$ cat config.mk
export PLATFORM = sky130hd
export DESIGN_NAME = nonuniform_three_point_derivative_core
export DESIGN_NICKNAME = d
export VERILOG_FILES = /design/src/rtl/nptd_pkg.sv /design/src/rtl/nptd_front.sv /design/src/rtl/nptd_queue.sv /design/src/rtl/nptd_back.sv /design/src/rtl/nonuniform_three_point_derivative_core.sv
export SDC_FILE = /design/constraint.sdc
export NUM_CORES = 2
export LEC_CHECK = 0
export ABC_AREA = 1
export ABC_CLOCK_PERIOD_IN_PS = 12900
export BUFFER_PORTS_ARGS = -buffer_cell sky130_fd_sc_hd__buf_2
export CORE_ASPECT_RATIO = 1.4
export CORE_MARGIN = 10
export CORE_UTILIZATION = 64
export DETAILED_ROUTE_END_ITERATION = 16
export HOLD_SLACK_MARGIN = 0.05
export PLACE_DENSITY_LB_ADDON = 0.12
export SLEW_MARGIN = 10
export SYNTH_ARGS = -nofsm -noshare
export SYNTH_HDL_FRONTEND = slang
export SYNTH_SLANG_ARGS = --single-unit
$ cat constraint.sdc
create_clock -name clk -period 12.9 [get_ports clk]
set_input_delay 0.645 -clock clk [delete_from_list [all_inputs] [get_ports clk]]
set_output_delay 0.645 -clock clk [all_outputs]
set_load 0.01 [all_outputs]
$ cat src/rtl/nptd_pkg.sv
package nptd_pkg;

  localparam int DATA_WIDTH_DEF = 32;
  localparam int FRAC_BITS      = 16;
  localparam int QUEUE_DEPTH    = 2;
  // data words carried by one job: center x, right num/den, left num/den
  localparam int JOB_WORDS      = 5;

  typedef enum logic [1:0] {
    MODE_BOTH,
    MODE_RIGHT,
    MODE_LEFT,
    MODE_HOLD
  } mode_t;

  typedef struct packed {
    mode_t mode;
    logic  set_head;  // first result of the set: held slope counts as zero
    logic  last;
    logic  r_neg;     // sign of the right quotient
    logic  l_neg;     // sign of the left quotient
  } job_ctl_t;

endpackage

$ cat src/rtl/nptd_front.sv
module nptd_front #(
  parameter int DATA_WIDTH = nptd_pkg::DATA_WIDTH_DEF
) (
  input  logic                                                      clk,
  input  logic                                                      rst_n,
  input  logic                                                      in_valid,
  output logic                                                      in_stall,
  input  logic signed [DATA_WIDTH-1:0]                              in_x_value,
  input  logic signed [DATA_WIDTH-1:0]                              in_y_value,
  input  logic                                                      in_first_sample,
  input  logic                                                      in_last_sample,
  input  logic                                                      q_full,
  output logic                                                      push,
  output logic [$bits(nptd_pkg::job_ctl_t)+nptd_pkg::JOB_WORDS*DATA_WIDTH-1:0] job
);
  import nptd_pkg::*;

  localparam logic [1:0] FILL_EMPTY = 2'd0;
  localparam logic [1:0] FILL_ONE   = 2'd1;
  localparam logic [1:0] FILL_TWO   = 2'd2;

  logic signed [DATA_WIDTH-1:0] wx0_r, wx1_r, wy0_r, wy1_r;
  logic [1:0]                   fill_r, fill_nxt;
  logic                         head_r, head_nxt;
  logic                         accept, restart;

  logic [DATA_WIDTH:0]   d_ry, d_rx, d_ly, d_lx;
  logic [DATA_WIDTH-1:0] m_ry, m_rx, m_ly, m_lx;
  logic                  right_ok, left_ok;
  job_ctl_t              ctl;

  function automatic logic [DATA_WIDTH:0] sub_ext(input logic [DATA_WIDTH-1:0] a,
                                                  input logic [DATA_WIDTH-1:0] b);
    return {a[DATA_WIDTH-1], a} - {b[DATA_WIDTH-1], b};
  endfunction

  function automatic logic [DATA_WIDTH-1:0] mag(input logic [DATA_WIDTH:0] d);
    return d[DATA_WIDTH] ? -d[DATA_WIDTH-1:0] : d[DATA_WIDTH-1:0];
  endfunction

  assign in_stall = q_full;
  assign accept   = in_valid && !in_stall;
  assign restart  = in_first_sample || (fill_r == FILL_EMPTY);
  assign push     = accept && !restart && (fill_r == FILL_TWO);

  assign d_ry = sub_ext(in_y_value, wy1_r);
  assign d_rx = sub_ext(in_x_value, wx1_r);
  assign d_ly = sub_ext(wy1_r, wy0_r);
  assign d_lx = sub_ext(wx1_r, wx0_r);
  assign m_ry = mag(d_ry);
  assign m_rx = mag(d_rx);
  assign m_ly = mag(d_ly);
  assign m_lx = mag(d_lx);

  assign right_ok = (in_x_value != wx1_r);
  assign left_ok  = (wx0_r != wx1_r);

  always_comb begin
    ctl.set_head = head_r;
    ctl.last     = in_last_sample;
    ctl.r_neg    = d_ry[DATA_WIDTH] ^ d_rx[DATA_WIDTH];
    ctl.l_neg    = d_ly[DATA_WIDTH] ^ d_lx[DATA_WIDTH];
    if (right_ok && left_ok) begin
      ctl.mode = MODE_BOTH;
    end else if (right_ok) begin
      ctl.mode = MODE_RIGHT;
    end else if (left_ok) begin
      ctl.mode = MODE_LEFT;
    end else begin
      ctl.mode = MODE_HOLD;
    end
  end

  assign job = {ctl, wx1_r, m_ry, m_rx, m_ly, m_lx};

  always_comb begin
    fill_nxt = fill_r;
    head_nxt = head_r;
    if (accept) begin
      if (restart) begin
        fill_nxt = in_last_sample ? FILL_EMPTY : FILL_ONE;
        head_nxt = 1'b1;
      end else begin
        fill_nxt = in_last_sample ? FILL_EMPTY : FILL_TWO;
        if (push) begin
          head_nxt = 1'b0;
        end
      end
    end
  end

  always_ff @(posedge clk) begin
    if (!rst_n) begin
      fill_r <= FILL_EMPTY;
      head_r <= 1'b1;
    end else begin
      fill_r <= fill_nxt;
      head_r <= head_nxt;
    end
  end

  // shift the window; a restart leaves only the new sample
  always_ff @(posedge clk) begin
    if (accept) begin
      wx0_r <= restart ? '0 : wx1_r;
      wy0_r <= restart ? '0 : wy1_r;
      wx1_r <= in_x_value;
      wy1_r <= in_y_value;
    end
  end

endmodule

$ cat src/rtl/nptd_queue.sv
module nptd_queue #(
  parameter int WIDTH = 8
) (
  input  logic             clk,
  input  logic             rst_n,
  input  logic             push,
  input  logic [WIDTH-1:0] wr_data,
  input  logic             pop,
  output logic [WIDTH-1:0] rd_data,
  output logic             full,
  output logic             empty
);
  import nptd_pkg::*;

  localparam int AW = $clog2(QUEUE_DEPTH);
  localparam int CW = $clog2(QUEUE_DEPTH + 1);

  logic [WIDTH-1:0] entry_r [QUEUE_DEPTH];
  logic [AW-1:0]    wr_ptr_r, rd_ptr_r;
  logic [CW-1:0]    count_r;

  assign full    = (count_r == CW'(QUEUE_DEPTH));
  assign empty   = (count_r == '0);
  assign rd_data = entry_r[rd_ptr_r];

  function automatic logic [AW-1:0] wrap_inc(input logic [AW-1:0] p);
    return (p == AW'(QUEUE_DEPTH - 1)) ? '0 : p + 1'b1;
  endfunction

  always_ff @(posedge clk) begin
    if (!rst_n) begin
      wr_ptr_r <= '0;
      rd_ptr_r <= '0;
      count_r  <= '0;
    end else begin
      if (push) begin
        wr_ptr_r <= wrap_inc(wr_ptr_r);
      end
      if (pop) begin
        rd_ptr_r <= wrap_inc(rd_ptr_r);
      end
      if (push && !pop) begin
        count_r <= count_r + 1'b1;
      end else if (pop && !push) begin
        count_r <= count_r - 1'b1;
      end
    end
  end

  always_ff @(posedge clk) begin
    if (push) begin
      entry_r[wr_ptr_r] <= wr_data;
    end
  end

`ifndef SYNTHESIS
  a_no_overflow: assert property (@(posedge clk) disable iff (!rst_n)
    push |-> !full)
    else $error("queue written while full");
  a_no_underflow: assert property (@(posedge clk) disable iff (!rst_n)
    pop |-> !empty)
    else $error("queue read while empty");
  a_count_range: assert property (@(posedge clk) disable iff (!rst_n)
    count_r <= CW'(QUEUE_DEPTH))
    else $error("queue count beyond depth");
`endif

endmodule

$ cat src/rtl/nptd_back.sv
module nptd_back #(
  parameter int DATA_WIDTH = nptd_pkg::DATA_WIDTH_DEF
) (
  input  logic                                                      clk,
  input  logic                                                      rst_n,
  input  logic                                                      q_empty,
  input  logic [$bits(nptd_pkg::job_ctl_t)+nptd_pkg::JOB_WORDS*DATA_WIDTH-1:0] job,
  output logic                                                      pop,
  output logic                                                      out_valid,
  input  logic                                                      out_stall,
  output logic signed [DATA_WIDTH-1:0]                              out_x_center,
  output logic signed [DATA_WIDTH-1:0]                              out_slope,
  output logic                                                      out_saturated,
  output logic                                                      out_last_result
);
  import nptd_pkg::*;

  localparam int W     = DATA_WIDTH;
  localparam int QW    = DATA_WIDTH + FRAC_BITS;
  localparam int STEPS = QW;
  localparam int CNTW  = $clog2(STEPS);
  localparam int CTLW  = $bits(job_ctl_t);
  localparam logic [QW-1:0] LIM_NEG = {{FRAC_BITS{1'b0}}, 1'b1, {(W-1){1'b0}}};
  localparam logic [QW-1:0] LIM_POS = LIM_NEG - QW'(1);

  typedef enum logic [2:0] {S_IDLE, S_DIV, S_FIX, S_MEAN, S_DONE} state_t;

  state_t          state_r, state_nxt;
  job_ctl_t        ctl_r, ctl_nxt, job_ctl;
  logic [W-1:0]    xc_r, xc_nxt, lnum_r, lnum_nxt, lden_r, lden_nxt;
  logic [W-1:0]    j_xc, j_rnum, j_rden, j_lnum, j_lden;
  logic [W-1:0]    rem_r, rem_nxt, den_r, den_nxt;
  logic [QW-1:0]   dvd_r, dvd_nxt;
  logic [CNTW-1:0] cnt_r, cnt_nxt;
  logic            neg_r, neg_nxt, left_r, left_nxt, clip_r, clip_nxt;
  logic [W-1:0]    qa_r, qa_nxt, qb_r, qb_nxt, slope_r, slope_nxt, held_r, held_nxt;
  logic            out_valid_r, out_valid_nxt, out_sat_r, out_sat_nxt;
  logic            out_last_r, out_last_nxt;
  logic [W-1:0]    out_x_r, out_x_nxt, out_slope_r, out_slope_nxt;

  logic [W:0]      rsh, rdiff;
  logic            ge, over;
  logic [QW-1:0]   lim, qmag;
  logic [W-1:0]    qs;
  logic [W:0]      qsum;

  assign {job_ctl, j_xc, j_rnum, j_rden, j_lnum, j_lden} = job;
  assign pop = (state_r == S_IDLE) && !q_empty;

  // one restoring step; quotient bits shift into the dividend register
  assign rsh   = {rem_r, dvd_r[QW-1]};
  assign rdiff = rsh - {1'b0, den_r};
  assign ge    = !rdiff[W];

  assign lim  = neg_r ? LIM_NEG : LIM_POS;
  assign over = (dvd_r > lim);
  assign qmag = over ? lim : dvd_r;
  assign qs   = neg_r ? -qmag[W-1:0] : qmag[W-1:0];

  assign qsum = {qa_r[W-1], qa_r} + {qb_r[W-1], qb_r};

  always_comb begin
    state_nxt     = state_r;
    ctl_nxt       = ctl_r;
    xc_nxt        = xc_r;
    lnum_nxt      = lnum_r;
    lden_nxt      = lden_r;
    rem_nxt       = rem_r;
    den_nxt       = den_r;
    dvd_nxt       = dvd_r;
    cnt_nxt       = cnt_r;
    neg_nxt       = neg_r;
    left_nxt      = left_r;
    clip_nxt      = clip_r;
    qa_nxt        = qa_r;
    qb_nxt        = qb_r;
    slope_nxt     = slope_r;
    held_nxt      = held_r;
    out_valid_nxt = out_valid_r;
    out_x_nxt     = out_x_r;
    out_slope_nxt = out_slope_r;
    out_sat_nxt   = out_sat_r;
    out_last_nxt  = out_last_r;

    if (out_valid_r && !out_stall) begin
      out_valid_nxt = 1'b0;
    end

    unique case (state_r)
      S_IDLE: begin
        if (!q_empty) begin
          ctl_nxt  = job_ctl;
          xc_nxt   = j_xc;
          lnum_nxt = j_lnum;
          lden_nxt = j_lden;
          clip_nxt = 1'b0;
          rem_nxt  = '0;
          cnt_nxt  = '0;
          if (job_ctl.mode == MODE_HOLD) begin
            slope_nxt = job_ctl.set_head ? '0 : held_r;
            state_nxt = S_DONE;
          end else if (job_ctl.mode == MODE_LEFT) begin
            dvd_nxt   = {j_lnum, {FRAC_BITS{1'b0}}};
            den_nxt   = j_lden;
            neg_nxt   = job_ctl.l_neg;
            left_nxt  = 1'b1;
            state_nxt = S_DIV;
          end else begin
            dvd_nxt   = {j_rnum, {FRAC_BITS{1'b0}}};
            den_nxt   = j_rden;
            neg_nxt   = job_ctl.r_neg;
            left_nxt  = 1'b0;
            state_nxt = S_DIV;
          end
        end
      end
      S_DIV: begin
        rem_nxt = ge ? rdiff[W-1:0] : rsh[W-1:0];
        dvd_nxt = {dvd_r[QW-2:0], ge};
        cnt_nxt = cnt_r + 1'b1;
        if (cnt_r == CNTW'(STEPS - 1)) begin
          state_nxt = S_FIX;
        end
      end
      S_FIX: begin
        clip_nxt = clip_r | over;
        if (ctl_r.mode == MODE_BOTH && !left_r) begin
          qa_nxt    = qs;
          dvd_nxt   = {lnum_r, {FRAC_BITS{1'b0}}};
          den_nxt   = lden_r;
          neg_nxt   = ctl_r.l_neg;
          left_nxt  = 1'b1;
          rem_nxt   = '0;
          cnt_nxt   = '0;
          state_nxt = S_DIV;
        end else if (ctl_r.mode == MODE_BOTH) begin
          qb_nxt    = qs;
          state_nxt = S_MEAN;
        end else begin
          slope_nxt = qs;
          state_nxt = S_DONE;
        end
      end
      S_MEAN: begin
        slope_nxt = qsum[W:1];
        state_nxt = S_DONE;
      end
      S_DONE: begin
        // hold until the output register is free
        if (!out_valid_r || !out_stall) begin
          out_valid_nxt = 1'b1;
          out_x_nxt     = xc_r;
          out_slope_nxt = slope_r;
          out_sat_nxt   = clip_r;
          out_last_nxt  = ctl_r.last;
          held_nxt      = slope_r;
          state_nxt     = S_IDLE;
        end
      end
      default: begin
        state_nxt = S_IDLE;
      end
    endcase
  end

  always_ff @(posedge clk) begin
    if (!rst_n) begin
      state_r     <= S_IDLE;
      out_valid_r <= 1'b0;
      held_r      <= '0;
    end else begin
      state_r     <= state_nxt;
      out_valid_r <= out_valid_nxt;
      held_r      <= held_nxt;
      ctl_r       <= ctl_nxt;
      xc_r        <= xc_nxt;
      lnum_r      <= lnum_nxt;
      lden_r      <= lden_nxt;
      rem_r       <= rem_nxt;
      den_r       <= den_nxt;
      dvd_r       <= dvd_nxt;
      cnt_r       <= cnt_nxt;
      neg_r       <= neg_nxt;
      left_r      <= left_nxt;
      clip_r      <= clip_nxt;
      qa_r        <= qa_nxt;
      qb_r        <= qb_nxt;
      slope_r     <= slope_nxt;
      out_x_r     <= out_x_nxt;
      out_slope_r <= out_slope_nxt;
      out_sat_r   <= out_sat_nxt;
      out_last_r  <= out_last_nxt;
    end
  end

  assign out_valid       = out_valid_r;
  assign out_x_center    = out_x_r;
  assign out_slope       = out_slope_r;
  assign out_saturated   = out_sat_r;
  assign out_last_result = out_last_r;

`ifndef SYNTHESIS
  a_den_nonzero: assert property (@(posedge clk) disable iff (!rst_n)
    (state_r == S_DIV) |-> (den_r != '0))
    else $error("divide step with zero divisor");
  a_pop_idle: assert property (@(posedge clk) disable iff (!rst_n)
    (state_r != S_IDLE) |-> !pop)
    else $error("job taken while busy");
  a_done_delivers: assert property (@(posedge clk) disable iff (!rst_n)
    (state_r == S_DONE && !out_valid_r) |=> (out_valid_r && state_r == S_IDLE))
    else $error("finished word not loaded into free output register");
`endif

endmodule

$ cat src/rtl/nonuniform_three_point_derivative_core.sv
// Three-point derivative of an unevenly spaced sample stream (signed Q16.16).
// Input channel: in_valid / in_stall with x, y and set markers. A word is
// taken when in_valid is high and in_stall low. in_first_sample starts a new
// set, in_last_sample closes it. The first and last sample of a set give no
// result; every interior sample gives one word on the output channel.
// Output channel: out_valid / out_stall with the center x, the slope, a flag
// for a clipped quotient and a flag for the final word of the set.
// The front keeps the sample window and classifies each interior sample into
// a job; a two-entry job queue feeds the back, which runs a shared restoring
// divider at one quotient bit per cycle. In the back, an interior sample takes
// two quotients and their mean when both neighbours differ in x, one quotient
// with one such neighbour, and the held slope with none.
// Samples that give no result are taken at once while the queue has room.
// A stalled receiver holds the output register; the back finishes its job,
// waits, and the queue then fills until in_stall rises.
// Reset (synchronous, rst_n low) empties the window, the queue and the output.
module nonuniform_three_point_derivative_core #(
  parameter int DATA_WIDTH = nptd_pkg::DATA_WIDTH_DEF
) (
  input  logic                         clk,
  input  logic                         rst_n,
  input  logic                         in_valid,
  output logic                         in_stall,
  input  logic signed [DATA_WIDTH-1:0] in_x_value,
  input  logic signed [DATA_WIDTH-1:0] in_y_value,
  input  logic                         in_first_sample,
  input  logic                         in_last_sample,
  output logic                         out_valid,
  input  logic                         out_stall,
  output logic signed [DATA_WIDTH-1:0] out_x_center,
  output logic signed [DATA_WIDTH-1:0] out_slope,
  output logic                         out_saturated,
  output logic                         out_last_result
);
  import nptd_pkg::*;

  localparam int JW = $bits(job_ctl_t) + JOB_WORDS * DATA_WIDTH;

  logic          q_full, q_empty, push, pop;
  logic [JW-1:0] job_in, job_out;

  nptd_front #(.DATA_WIDTH(DATA_WIDTH)) u_front (
    .clk             (clk),
    .rst_n           (rst_n),
    .in_valid        (in_valid),
    .in_stall        (in_stall),
    .in_x_value      (in_x_value),
    .in_y_value      (in_y_value),
    .in_first_sample (in_first_sample),
    .in_last_sample  (in_last_sample),
    .q_full          (q_full),
    .push            (push),
    .job             (job_in)
  );

  nptd_queue #(.WIDTH(JW)) u_queue (
    .clk     (clk),
    .rst_n   (rst_n),
    .push    (push),
    .wr_data (job_in),
    .pop     (pop),
    .rd_data (job_out),
    .full    (q_full),
    .empty   (q_empty)
  );

  nptd_back #(.DATA_WIDTH(DATA_WIDTH)) u_back (
    .clk             (clk),
    .rst_n           (rst_n),
    .q_empty         (q_empty),
    .job             (job_out),
    .pop             (pop),
    .out_valid       (out_valid),
    .out_stall       (out_stall),
    .out_x_center    (out_x_center),
    .out_slope       (out_slope),
    .out_saturated   (out_saturated),
    .out_last_result (out_last_result)
  );

endmodule

* After elaboration in Yosys (flattened, before gate mapping)
Memory sizes are Yosys's and may differ from the RTL's. A register that Yosys moved wholly into a read port is not among the register bits.
Index checks and enable logic that the tools add are counted.
** Storage, ports and cells
- Register bits after elaboration :: 554
- Memories :: 1
- Logic and storage cells :: 183
- Output and inout bits :: 68
- RAM bits :: 332
** Memory list
- u_queue.entry_r :: words 2, width 166, rd ports 1, clocked after memory_dff 1, wr ports 1, RTL line nptd_queue.sv:18 : logic [WIDTH-1:0] entry_r [QUEUE_DEPTH];
** Cells by class
- Bitwise operators :: 5
- Eq/ne operators :: 19
- Mux-type cells :: 68
- Reductions and logical operators :: 41
- Add/subtract/negate cells :: 16
- Magnitude comparators :: 1
** Operators by type and width (number)
- $mux W32 :: 19
- $mux W48 :: 4
- $pmux W32 S3 :: 2
- $neg A32 Y32 :: 5
- $pmux W48 S3 :: 1
- $sub A32 B32 Y33 :: 4
- $ne A32 B32 Y1 :: 2
- $pmux W32 S2 :: 1
- $gt A48 B32 Y1 :: 1
- $add A32 B32 Y33 :: 1
- $sub A33 B32 Y33 :: 1
- $mux W1 :: 22
- $mux W3 :: 6
- $pmux W6 S3 :: 1
- $pmux W3 S5 :: 1
- $reduce_and A3 Y1 :: 5
- $mux W2 :: 6
- $mux W6 :: 2
- $ne A2 B2 Y1 const B :: 5
- $reduce_and A5 Y1 :: 2
- $logic_and A1 B1 Y1 :: 9
- $logic_not A1 Y1 :: 9
- $eq A2 B2 Y1 const B :: 4
- $reduce_and A4 Y1 :: 2
- other kinds (20) :: 35

* Longest topological paths before layout
- Word-level depth :: 9
- Mapped depth :: 29
- Depth with buffers taken out :: 27

* Hierarchy
From an unflattened synthesis, not the netlist that was laid out.
** Second synthesis, totals
- Cells, all modules :: 6082
- Area total of the unflattened synthesis :: 52501.6 µm²
** By module, submodules not included
- nptd_back :: cells an instance 2217, area an instance 21505.6 µm², sequential area each 12221.7 µm², times used 1
- nptd_front :: cells an instance 3314, area an instance 18746.7 µm², sequential area each 3903.7 µm², times used 1
- nptd_queue :: cells an instance 551, area an instance 12249.2 µm², sequential area each 10069.7 µm², times used 1

* Worst setup path after synthesis
Ideal clock, no wire load.
- Kind :: input port to flip-flop
- From :: in in_valid
- To :: mem u_queue.entry_r[1][0] in the netlist's numbering, enable pin
- Required time :: 12204 ps
- Setup slack :: 1405 ps
- Cell stages on the path :: 8
- Buffers on the path :: 0
- Data arrival time :: 10799 ps
- Cells stage by stage :: o21ai_0 inv_1 nand2_1 nor2_1 inv_1 nor2_1 inv_1 nor2_1
** Between the ends
- Cells in the longest elaborated chain, start to end :: 5
** Ends and longest elaborated chain
- from (decl) :: RTL line nonuniform_three_point_derivative_core.sv:22 : input logic in_valid,
- $logic_and A1 B1 Y1 :: RTL line nptd_front.sv:42 : assign accept = in_valid && !in_stall;
- named net u_front.accept :: RTL line nptd_front.sv:25 : logic accept, restart;
- $logic_and A1 B1 Y1 (2 in a row) :: RTL line nptd_front.sv:44 : assign push = accept && !restart && (fill_r == FILL_TWO);
- named net push :: RTL line nonuniform_three_point_derivative_core.sv:39 : logic q_full, q_empty, push, pop;
- $mux W1 :: RTL line nptd_queue.sv:51 : if (push) begin
- $mux W1 (implied by the code) :: RTL line nptd_queue.sv:52 : entry_r[wr_ptr_r] <= wr_data;
- to (decl) :: RTL line nptd_queue.sv:18
The timed path passes the listed nets, and every way through them passes these cells.

* Worst setup path after layout
- From :: reg u_back.neg_r
- To :: reg u_back.qb_r[22], data pin
** Between the ends
- Cells in the longest elaborated chain, start to end :: 5
** Ends and longest elaborated chain
- from (decl) :: RTL line nptd_back.sv:35 : logic neg_r, neg_nxt, left_r, left_nxt, clip_r, clip_nxt;
- from (signal assigned) :: RTL line nptd_back.sv:183 : neg_r <= neg_nxt;
- $mux W32 * :: RTL line nptd_back.sv:55 : assign lim = neg_r ? LIM_NEG : LIM_POS;
- $gt A48 B32 Y1 :: RTL line nptd_back.sv:56 : assign over = (dvd_r > lim);
- $mux W32 * :: RTL line nptd_back.sv:57 : assign qmag = over ? lim : dvd_r;
- named net u_back.qmag[0] :: RTL line nptd_back.sv:43 : logic [QW-1:0] lim, qmag;
- $neg A32 Y32 * :: RTL line nptd_back.sv:58 : assign qs = neg_r ? -qmag[W-1:0] : qmag[W-1:0];
- $mux W32 * :: RTL line nptd_back.sv:58
- named net u_back.qs[22] :: RTL line nptd_back.sv:44 : logic [W-1:0] qs;
- to (signal assigned) :: RTL line nptd_back.sv:187 : qb_r <= qb_nxt;
- to (decl) :: RTL line nptd_back.sv:36 : logic [W-1:0] qa_r, qa_nxt, qb_r, qb_nxt, slope_r, slope_nxt, held_r, held_nxt;
The timed path passes the listed nets; every way through them passes the cells marked *.
A chain may end at the register's enable or synchronous reset.

==> results.yml <==
run_status:
  status: "finished, final reports clean"
synth:
  ys_types: 70
  yosys_warnings: 0
  synth-simple-area-share: 0.213
  ys_seq_area_frac: 0.513
  synth_xor_area_frac: 0.0373
  synth_enable_flop_cells: 843
  synth_top_family_by_area: "simple AND/OR/NAND/NOR gates"
  synth.ff_latch_count: 887
  synth_cells: 5765
  ys.flop_type: "edfxtp_1"
  synthMuxAreaShare: 0.00921
  synth_nets: 6071
  synthesis.area_um2: 51100
  async_flop_share: 0
  synth_compound_area_frac: 0.101
  yosys.area_share.adder: 0.0587
  synth_area_per_cell_um2: 8.86
floorplan:
  start_util: 0.646
  core.rowCount: 122
  io_pins: 138
  die-height_um: 354
  die_area_um2: 91700
  fp.dieW_um: 259
  fp.coreArea_um2: 79100
critical_path:
  worstSetupStartpointType: "flop"
  cp_data_required_time_ps: 13300
  path_class: "flop to flop"
  path_max_fanout: 65
  cp_data_arrival_time_ps: 5500
  critPathCaptureType: "flop"
clock_network:
  insertion_delay_ps: 680
  clock-sinks: 887
  ctsResizeCount: 0
  cts_setup_buffers: 0
  cts-hold-fix-buffers: 0
  numCtsBuffers: 80
  cts_max_path_buffers: 3
  cts_root_buf: "clkbuf_16"
  path_clk_slew_ps: 70
  cts_tree: "built"
  h-tree-depth: 3
sta:
  max_freq_mhz: 196
  final.setup_skew_ps: 34.3
  setup_viol_count_final: 0
  slew_headroom: 0.216
  report.final.slew_viol_count: 0
  tightest_slew_ps: 1180
  period_share: 0.395
  rsz0062_at_grt: "no"
  fin_ws_ps: 7800
  min_period_ps: 5100
  setup-tns-final_ps: 0
  hold_viol: 0
global_route:
  grt_pass1_vias: 40300
  grt_pass1_wl_um: 224000
  grt_usage: 0.315
  grt-ovfl-total: 0
  antenna_found_initial: 2
  grt_max_degree: 153
routing:
  routed_via_density: 5.81
  wl_met3_um: 8730
  drc: 0
  num_vias: 40700
  antenna_left: 0
  drtIter0Drc: 3386
  wl_met2_um: 74500
  wire_per_inst_um: 20.8
  dr.max_layer_used: "met4"
  drtPass1Iterations: 6
  wl_met1_um: 52500
  routed_wl_um: 146000
power:
  power_switching_uw: 4980
  power.total_uw: 11900
  switching_share: 0.420
  internal-power_uw: 6880
  pwr-share-seq: 0.360
  pwr-share-clk: 0.206
  combPwrFrac: 0.434
  p_leak_uw: 0.0231
  power_density_nw_per_um2: 213
  peakVddDrop_v: 0.000152
placement:
  gp_congestion: 1.05
  pre_cts_ws_ps: 7920
  hpwl_um: 113000
  port_buffers: 137
cells_and_area:
  area_delta_synth_final_pct: 8.96
  multi_input_comb_area_um2: 21500
  mostFrequentLayoutCell: "nand2_1"
  fillers: 6177
  post-route-util: 0.704
  final_layout_size_suffix_gt1_frac: 0.0760
  final_nets: 6198
  final_cell_mix: "nand2_1 (1292), edfxtp_1 (843), inv_1 (766), nor2_1 (692), o21ai_0 (352)"
  register_area_um2: 26200
hold_path:
  hp-class: "input pin to flop"
flow_run:
  maxCapViolCount: 0
metrics by stage:
step | hold slack (ps) | instances | cell area, um2
floorplan | 400 | 5765 | 51100
global placement | 401 | 6864 | 52900
detailed placement | 405 | 6864 | 52900
CTS | 147 | 7013 | 55600
global route | 162 | 7013 | 55600
finish | 172 | 7015 | 55600
state kept, by name, summed over array words and instances (netlist names), 6 cells and up, named ones only:
signal / cells
u_back.cnt_r: 6
u_back.xc_r: 32
u_back.dvd_r: 48
u_back.qa_r: 32
u_back.lnum_r: 32
u_back.qb_r: 32
u_back.den_r: 32
u_queue.entry_r: 332
u_back.held_r: 32
u_front.wx0_r: 32
u_front.wy0_r: 32
u_back.out_x_center: 32
u_front.wx1_r: 32
u_back.out_slope: 32
u_front.wy1_r: 32
u_back.slope_r: 32
u_back.rem_r: 32
u_back.lden_r: 32
per-layer routing:
layer  vias to the layer above  global-route usage
li1                      19600                   -
met1                     19100               0.346
met2                      1580               0.566
met3                       412              0.0396
met4                         0               0.203
met5                         -                   0
critical path, stage by stage, from the launching register on:
cell	delay, ps
edfxtp_1	320
buf_4	570
clkinv_1	620
ha_1	540
nand2_1	100
nor3_2	210
nand2_1	110
nor3_2	130
nand2_2	130
nand3_4	470
nand2_1	210
inv_1	130
ha_1	240
nand3_1	120
nor2_1	160
nand2_1	100
inv_1	180
nand3_1	140
nand2_1	80
nand2_1	70
and2_1	160
power by group through the flow:
stage                     Clock (uW)  Sequential [uW]  Combinational (uW)
after detailed placement           0             4320                5030
final                           2440             4270                5140
after CTS                       2470             4270                5070
after global routing            2570             4300                5700
after global placement             0             4310                4910
after floorplan                    0             4260                3620
path summary, 6_finish.rpt:
check / from / endpoint / slack (ps) / cells past startpoint
hold reg to reg: u_back.xc_r[19] / u_back.out_x_center[19] / 420 / 0
setup reg to reg: u_back.neg_r / u_back.qb_r[22] / 7800 / 20
hold / removal: in_x_value[12] / u_front.wx1_r[12] / 170 / 1
setup / recovery: u_back.neg_r / u_back.qb_r[22] / 7800 / 20
final cells by class:
class / count / share of cell area
sequential: 887 / 0.471
antenna: 2 / 0.0000899
multi-input combinational: 3969 / 0.387
inverter: 782 / 0.0529
tap: 1054 / 0.0237
clock buffer: 102 / 0.0382
timing repair buffer: 172 / 0.0173
clock inverter: 47 / 0.0102
synthesized netlist by cell type (6+ instances only):
cell type | n | area share
nand3_1 | 291 | 0.029
edfxtp_1 | 843 | 0.50
inv_2 | 10 | 0.00074
mux2i_1 | 47 | 0.0092
buf_1 | 13 | 0.00096
dfxtp_1 | 44 | 0.017
fa_1 | 6 | 0.0024
nor2_4 | 6 | 0.0013
ha_1 | 230 | 0.056
o211ai_1 | 61 | 0.0090
nand3_2 | 8 | 0.0016
xor2_2 | 7 | 0.0022
and2_1 | 8 | 0.00098
inv_1 | 768 | 0.056
o21bai_1 | 26 | 0.0038
nand2_2 | 26 | 0.0032
nor4_1 | 14 | 0.0017
nor2_2 | 21 | 0.0026
a21boi_0 | 10 | 0.0015
a31oi_1 | 17 | 0.0021
o21ai_1 | 25 | 0.0025
a21o_1 | 21 | 0.0031
o21ai_0 | 352 | 0.034
nand4_1 | 82 | 0.010
a21oi_1 | 321 | 0.031
xnor2_1 | 54 | 0.0093
nor3_1 | 66 | 0.0065
nor2_1 | 699 | 0.051
xor2_1 | 141 | 0.024
nand3b_1 | 17 | 0.0025
a211oi_1 | 6 | 0.00088
nor3_2 | 7 | 0.0014
o21ai_2 | 7 | 0.0012
or2_2 | 14 | 0.0017
buf_2 | 16 | 0.0016
o21a_1 | 16 | 0.0024
clkbuf_1 | 93 | 0.0068
nand2_1 | 1293 | 0.095
a21oi_2 | 9 | 0.0015
kinds of logic (layout without fill, tap and decap cells):
group	count (synthesis)	count (layout)
adder cells (fa/ha/maj)	236	236
buffers and inverters	909	1103
AO/OA/AOI/OAI	908	908
multiplexers	47	47
other	0	2
flip-flops	887	887
XOR/XNOR	205	205
AND/OR/NAND/NOR	2573	2573
No activity file was read; power rests on OpenSTA's default activity.
